$ cat src/jacobi_pkg.sv
// Shared types, constants and the arctangent table of the Jacobi eigen block.
package jacobi_pkg;

   // Fixed-point constants.
   localparam logic [4:0]          ROT_CAP     = 5'd24;
   localparam logic [4:0]          LAST_STEP   = 5'd29;
   localparam logic signed [33:0]  QUARTER_PI  = 34'sd843314857;
   localparam logic signed [63:0]  CORDIC_GAIN = 64'sd652032874;
   localparam logic signed [33:0]  ONE_Q30     = 34'sd1073741824;
   localparam logic signed [31:0]  ONE_Q20     = 32'sd1048576;

   // Configuration register indexes.
   localparam logic [1:0] CSR_LIMIT  = 2'd0;
   localparam logic [1:0] CSR_THRESH = 2'd1;

   // Update phases of one rotation.
   localparam logic [1:0] PH_COL_B = 2'd0;
   localparam logic [1:0] PH_ROW_A = 2'd1;
   localparam logic [1:0] PH_COL_V = 2'd2;

   // Multiply steps of one element pair.
   localparam logic [2:0] MK_CU = 3'd0;
   localparam logic [2:0] MK_SW = 3'd1;
   localparam logic [2:0] MK_SU = 3'd2;
   localparam logic [2:0] MK_CW = 3'd3;
   localparam logic [2:0] MK_WR = 3'd4;

   typedef struct packed {
      logic signed [31:0] a_00;
      logic signed [31:0] a_01;
      logic signed [31:0] a_02;
      logic signed [31:0] a_10;
      logic signed [31:0] a_11;
      logic signed [31:0] a_12;
      logic signed [31:0] a_20;
      logic signed [31:0] a_21;
      logic signed [31:0] a_22;
   } req_word_type;

   typedef struct packed {
      logic [1:0]         row_index;
      logic signed [31:0] m_col0;
      logic signed [31:0] m_col1;
      logic signed [31:0] m_col2;
      logic signed [31:0] vec_0;
      logic signed [31:0] vec_1;
      logic signed [31:0] vec_2;
      logic [4:0]         rotations_used;
      logic               last_row;
   } rsp_word_type;

   typedef struct packed {
      logic       load;
      logic       search;
      logic       setup;
      logic       norm_shift;
      logic       vec_init;
      logic       vec_step;
      logic       phi_done;
      logic       quarter_init;
      logic       rot_step;
      logic       copy_ab;
      logic       sat_a;
      logic       copy_vb;
      logic       mul_en;
      logic [4:0] step;
      logic [2:0] mul_k;
      logic [1:0] pair;
      logic [1:0] phase;
      logic [1:0] row;
   } dp_cmd_type;

   typedef struct packed {
      logic below;
      logic zero_piv;
      logic d_zero;
      logic norm_done;
   } dp_status_type;

   // atan(2^-i) in units of 2^-30 rad.
   function automatic logic signed [33:0] atan_step(input logic [4:0] i);
      logic signed [33:0] r;
      unique case (i)
         5'd0:  r = 34'sd843314857;
         5'd1:  r = 34'sd497837829;
         5'd2:  r = 34'sd263043837;
         5'd3:  r = 34'sd133525159;
         5'd4:  r = 34'sd67021687;
         5'd5:  r = 34'sd33543516;
         5'd6:  r = 34'sd16775851;
         5'd7:  r = 34'sd8388437;
         5'd8:  r = 34'sd4194283;
         5'd9:  r = 34'sd2097149;
         5'd10: r = 34'sd1048576;
         5'd11: r = 34'sd524288;
         5'd12: r = 34'sd262144;
         5'd13: r = 34'sd131072;
         5'd14: r = 34'sd65536;
         5'd15: r = 34'sd32768;
         5'd16: r = 34'sd16384;
         5'd17: r = 34'sd8192;
         5'd18: r = 34'sd4096;
         5'd19: r = 34'sd2048;
         5'd20: r = 34'sd1024;
         5'd21: r = 34'sd512;
         5'd22: r = 34'sd256;
         5'd23: r = 34'sd128;
         5'd24: r = 34'sd64;
         5'd25: r = 34'sd32;
         5'd26: r = 34'sd16;
         5'd27: r = 34'sd8;
         5'd28: r = 34'sd4;
         5'd29: r = 34'sd2;
         default: r = 34'sd0;
      endcase
      return r;
   endfunction

endpackage

$ cat src/jacobi_ctrl.sv
// Controller state machine that sequences the Jacobi rotations.
module jacobi_ctrl (
   input  logic                       clock,
   input  logic                       reset,
   input  logic                       req_fire,
   input  logic                       rsp_stall,
   input  logic [4:0]                 limit,
   input  jacobi_pkg::dp_status_type  status,
   output jacobi_pkg::dp_cmd_type     cmd,
   output logic [4:0]                 used,
   output logic                       rsp_valid,
   output logic                       req_stall
);

   localparam logic [3:0] S_IDLE   = 4'd0;
   localparam logic [3:0] S_SEARCH = 4'd1;
   localparam logic [3:0] S_SETUP  = 4'd2;
   localparam logic [3:0] S_NORM   = 4'd3;
   localparam logic [3:0] S_VEC    = 4'd4;
   localparam logic [3:0] S_PHI    = 4'd5;
   localparam logic [3:0] S_ROT    = 4'd6;
   localparam logic [3:0] S_COPY   = 4'd7;
   localparam logic [3:0] S_MUL    = 4'd8;
   localparam logic [3:0] S_SATA   = 4'd9;
   localparam logic [3:0] S_COPYV  = 4'd10;
   localparam logic [3:0] S_OUT    = 4'd11;

   logic [3:0] state_ff, state_in;
   logic [4:0] step_ff, step_in, used_ff, used_in;
   logic [2:0] k_ff, k_in;
   logic [1:0] pair_ff, pair_in, phase_ff, phase_in, row_ff, row_in;
   logic [4:0] lim;

   assign lim = (limit > jacobi_pkg::ROT_CAP) ? jacobi_pkg::ROT_CAP : limit;

   // Next state and commands.
   always_comb begin
      state_in = state_ff;
      step_in = step_ff;
      used_in = used_ff;
      k_in = k_ff;
      pair_in = pair_ff;
      phase_in = phase_ff;
      row_in = row_ff;
      cmd = '0;
      cmd.step = step_ff;
      cmd.mul_k = k_ff;
      cmd.pair = pair_ff;
      cmd.phase = phase_ff;
      cmd.row = row_ff;

      unique case (state_ff)
         S_IDLE: begin
            if (req_fire) begin
               cmd.load = 1'b1;
               used_in = 5'd0;
               state_in = S_SEARCH;
            end
         end
         S_SEARCH: begin
            if (used_ff >= lim) begin
               row_in = 2'd0;
               state_in = S_OUT;
            end else begin
               cmd.search = 1'b1;
               state_in = S_SETUP;
            end
         end
         S_SETUP: begin
            if (status.below) begin
               row_in = 2'd0;
               state_in = S_OUT;
            end else begin
               cmd.setup = 1'b1;
               state_in = S_NORM;
            end
         end
         S_NORM: begin
            step_in = 5'd0;
            if (status.zero_piv) begin
               state_in = S_COPY;
            end else if (status.d_zero) begin
               cmd.quarter_init = 1'b1;
               state_in = S_ROT;
            end else if (status.norm_done) begin
               cmd.vec_init = 1'b1;
               state_in = S_VEC;
            end else begin
               cmd.norm_shift = 1'b1;
            end
         end
         S_VEC: begin
            cmd.vec_step = 1'b1;
            step_in = step_ff + 5'd1;
            if (step_ff == jacobi_pkg::LAST_STEP) begin
               state_in = S_PHI;
            end
         end
         S_PHI: begin
            cmd.phi_done = 1'b1;
            step_in = 5'd0;
            state_in = S_ROT;
         end
         S_ROT: begin
            cmd.rot_step = 1'b1;
            step_in = step_ff + 5'd1;
            if (step_ff == jacobi_pkg::LAST_STEP) begin
               state_in = S_COPY;
            end
         end
         S_COPY: begin
            cmd.copy_ab = 1'b1;
            phase_in = jacobi_pkg::PH_COL_B;
            pair_in = 2'd0;
            k_in = jacobi_pkg::MK_CU;
            state_in = S_MUL;
         end
         S_MUL: begin
            cmd.mul_en = 1'b1;
            k_in = k_ff + 3'd1;
            if (k_ff == jacobi_pkg::MK_WR) begin
               k_in = jacobi_pkg::MK_CU;
               pair_in = pair_ff + 2'd1;
               if (pair_ff == 2'd2) begin
                  pair_in = 2'd0;
                  if (phase_ff == jacobi_pkg::PH_COL_B) begin
                     state_in = S_SATA;
                  end else if (phase_ff == jacobi_pkg::PH_ROW_A) begin
                     state_in = S_COPYV;
                  end else begin
                     used_in = used_ff + 5'd1;
                     state_in = S_SEARCH;
                  end
               end
            end
         end
         S_SATA: begin
            cmd.sat_a = 1'b1;
            phase_in = jacobi_pkg::PH_ROW_A;
            state_in = S_MUL;
         end
         S_COPYV: begin
            cmd.copy_vb = 1'b1;
            phase_in = jacobi_pkg::PH_COL_V;
            state_in = S_MUL;
         end
         S_OUT: begin
            if (!rsp_stall) begin
               row_in = row_ff + 2'd1;
               if (row_ff == 2'd2) begin
                  row_in = 2'd0;
                  state_in = S_IDLE;
               end
            end
         end
         default: begin
            state_in = S_IDLE;
         end
      endcase
   end

   // Control registers.
   always_ff @(posedge clock) begin
      if (reset) begin
         state_ff <= S_IDLE;
         step_ff <= 5'd0;
         used_ff <= 5'd0;
         k_ff <= jacobi_pkg::MK_CU;
         pair_ff <= 2'd0;
         phase_ff <= jacobi_pkg::PH_COL_B;
         row_ff <= 2'd0;
      end else begin
         state_ff <= state_in;
         step_ff <= step_in;
         used_ff <= used_in;
         k_ff <= k_in;
         pair_ff <= pair_in;
         phase_ff <= phase_in;
         row_ff <= row_in;
      end
   end

   assign used      = used_ff;
   assign rsp_valid = state_ff == S_OUT;
   assign req_stall = state_ff != S_IDLE;

endmodule

$ cat config.mk
export PLATFORM = sky130hd
export DESIGN_NAME = jacobi_ctrl
export DESIGN_NICKNAME = d
export VERILOG_FILES = /design/src/jacobi_pkg.sv /design/src/jacobi_ctrl.sv
export SDC_FILE = /design/constraint.sdc
export NUM_CORES = 1
export LEC_CHECK = 0
export BUFFER_PORTS_ARGS = -buffer_cell sky130_fd_sc_hd__buf_4
export CORE_MARGIN = 10
export CORE_UTILIZATION = 52
export CTS_CLUSTER_DIAMETER = 80
export DETAILED_ROUTE_END_ITERATION = 7
export PLACE_DENSITY = 0.8
export SYNTH_ARGS = -nofsm -noshare
export SYNTH_HDL_FRONTEND = slang
export SYNTH_SLANG_ARGS = --single-unit
$ cat constraint.sdc
create_clock -name clock -period 3 [get_ports clock]
set_clock_uncertainty 0.15 [all_clocks]
set_input_delay 0.75 -clock clock [delete_from_list [all_inputs] [get_ports clock]]
set_output_delay 0.75 -clock clock [all_outputs]
set_load 0.1 [all_outputs]
==> impl_metrics.csv <==
group,metric,value,unit
cts,tritoncts,"built",
synthesis,ys_seq_area_share,28.48,%
timing,final-hold-violation-count,0,
global_routing,grt_pass1_wl,6.679,mm
floorplan,die_h,75.76,um
synthesis,synth_edf_count,0,
synthesis,netlist_instances,205,
cts,cts.path.max_buffers,2,
drt,dr.pass1.iters,4,
critical_path,cp_data_arrival_time,2030,ps
floorplan,die_x,75.76,um
critical_path,worstSetupPathType,"in -> out",
timing,slew_viol_final,0,
pwr,netSwitchingFraction,55.89,%
pwr,p_int,0.7796,mW
synthesis,synth_commonest_cells,"nor2_1 (27), dfxtp_1 (23), a21oi_1 (17)",
synthesis,synth.most_common_cell,"nor2_1",
cts,cts_root_buf,"clkbuf_4",
drt,via_count,1624,
synthesis,ys_ff_latch,23,
synthesis,synth.area.top_cells,"dfxtp_1 (28%), ha_1 (7.7%), nor2_1 (6.3%)",
floorplan,dieArea,5739,um2
synthesis,yosysTopAreaCell,"dfxtp_1",
flow_run,drv_cap,0,
cells_and_area,fin_nets,275,
pwr,clock_power_share,8.2,%
cts,postCtsHoldBufs,0,
place,dp_hpwl,3.207,mm
cells_and_area,drive_gt1_share,32.67,%
global_routing,grt_use_total,14.27,%
critical_path,cp_max_fo,3,
pwr,p_comb_share,69.9,%
floorplan,core_area,3003,um2
timing,fmax,0.3411,GHz
cells_and_area,antenna_cells,0,
synthesis,synth_warnings,0,
pwr,p_seq_share,21.9,%
global_routing,gr-total-overflow,0,
place,port_buffers,46,
timing,fin_crit,2932,ps
critical_path,cp-end-kind,"output pin",
critical_path,cp-start-kind,"input pin",
cts,clkLatencyLatePin,310,ps
drt,drc,0,
timing,rsz0062_at_grt,"false",
floorplan,core.rowCount,20,
cts,clk_pin_slew_worst_paths,120,ps
timing,fin_setup_tns,0,ps
status,status,"finished clean",
timing,finalSetupViolCount,0,
drt,ant_nets,0,
pwr,p_per_area,837.3,nW/um2
drt,drt_iter0_markers,127,
synthesis,syn_nets,228,
global_routing,grt_max_degree,26,
worst_hold_path,hp-class,"reg -> reg",
synthesis,avgSynthCellArea,7.886,um2
drt,viasPerCell,5.718,
floorplan,io_pins,47,
synthesis,synth.distinct_cells,53,
timing,worstMarginPinSlew,603.2,ps
synthesis,synth.top_cell.area_share,28.48,%
synthesis,synth_ff_type,"dfxtp_1",
cells_and_area,syn_to_final_growth,30.57,%
timing,fin_crit_sh,97.73,%
timing,relSlewSlack,59.48,%
cts,cts_sinks,23,
place,place.gp.congestion,0.8719,
cts,h-tree-depth,1,
floorplan,initial_core_util,53.83,%
synthesis,async_flop_share,0,%
drt,wl_per_cell,14.81,um
pwr,p_switching,0.9878,mW
pwr,leakagePower,0.9420,nW
synthesis,netlist_area,1617,um2
pwr,power,1.767,mW
global_routing,first_global_vias,1504,
drt,wl,4.206,mm
pwr,ir_worst_vdd,0.0007071,V
critical_path,cp.required,2100,ps
cts,cts_buffers,3,
global_routing,antenna_found_initial,0,
cells_and_area,final_util,70.29,%
-- per-layer routing --
metal  track usage, %  wire [um]
met1            18.35       1976
met2            23.58       1916
met3            2.995        275
met4            3.505         37
met5                0          0
-- power by group through the flow --
stage	clock network (mW)	logic [mW]	registers, mW
6_report	0.145	1.24	0.386
4_1_cts	0.146	1.19	0.386
3_5_place_dp	0	1.17	0.393
2_1_floorplan	0	0.852	0.499
5_1_grt	0.160	1.32	0.393
3_3_place_gp	0	1.16	0.392
-- critical path: stages --
cell and delay [ps]:
buf_4 80, nand2_1 70, and2_1 170, ha_1 270
nand2b_4 140, a21oi_2 180, o211a_4 200, buf_12 170
-- path summary, 6_finish.rpt --
path | start | slack [ps] | endpoint | depth (start not counted)
worst max-delay path | limit[3] | 70 | cmd[25] | 8
worst max register to register | state_ff[3]$_SDFFE_PP0P_ | 810 | state_ff[0]$_SDFFE_PP0P_ | 5
worst min register to register | row_ff[1]$_SDFFE_PP0P_ | 370 | row_ff[1]$_SDFFE_PP0P_ | 2
worst min-delay path | row_ff[1]$_SDFFE_PP0P_ | 370 | row_ff[1]$_SDFFE_PP0P_ | 2
-- flip-flops by register name, indices dropped and copies added, names as in the netlist --
name and count:
state_ff 4, used 5, pair_ff 2, phase_ff 2
step_ff 5, k_ff 3, row_ff 2
-- cells in the final DEF, fill, tap and decap left out, types with 6 or more instances in the layout --
master and n:
a21oi_1 16, buf_4 53, dfxtp_1 21, ha_1 10, inv_1 10, nand2_1 15, nand3_1 8, nor2_1 27
o21ai_0 7, xor2_1 6
-- layout make-up --
cell class	instances	area (um2)
Clock buffer	3	22.52
Tap cell	33	41.29
Sequential cell	23	462.9
Multi-Input combinational cell	159	1117
Timing Repair Buffer	54	417.9
Fill cell	254	892.1
Inverter	11	43.79
Clock inverter	1	5.005
-- kinds of logic after synthesis --
kind of cell | count (synthesis) | share of synthesized area, %
xor+xnor | 7 | 3.793
mux | 1 | 0.6192
buf+inv | 23 | 6.966
simple gates | 95 | 32.58
flops | 23 | 28.48
compound gates | 46 | 19.82
fa+ha+maj | 10 | 7.740
-- repair_timing --
item,in CTS,in global routing
setup endpoints to repair,1,1
pin swaps,0,2
setup buffers,0,2
gates resized for setup,2,4
-- through the flow --
step	cell area, um2	instances	setup WS [ps]	hold WS (ps)
2_1_floorplan	1674	205	-388.7	419.4
3_5_place_dp	2037	278	-39.28	355.3
5_1_grt	2111	284	4.173	410.7
6_report	2111	284	68.07	371.9
4_1_cts	2072	282	9.791	373.3
3_3_place_gp	2037	278	-7.662	358.6
(Power assumes the default switching activity.)
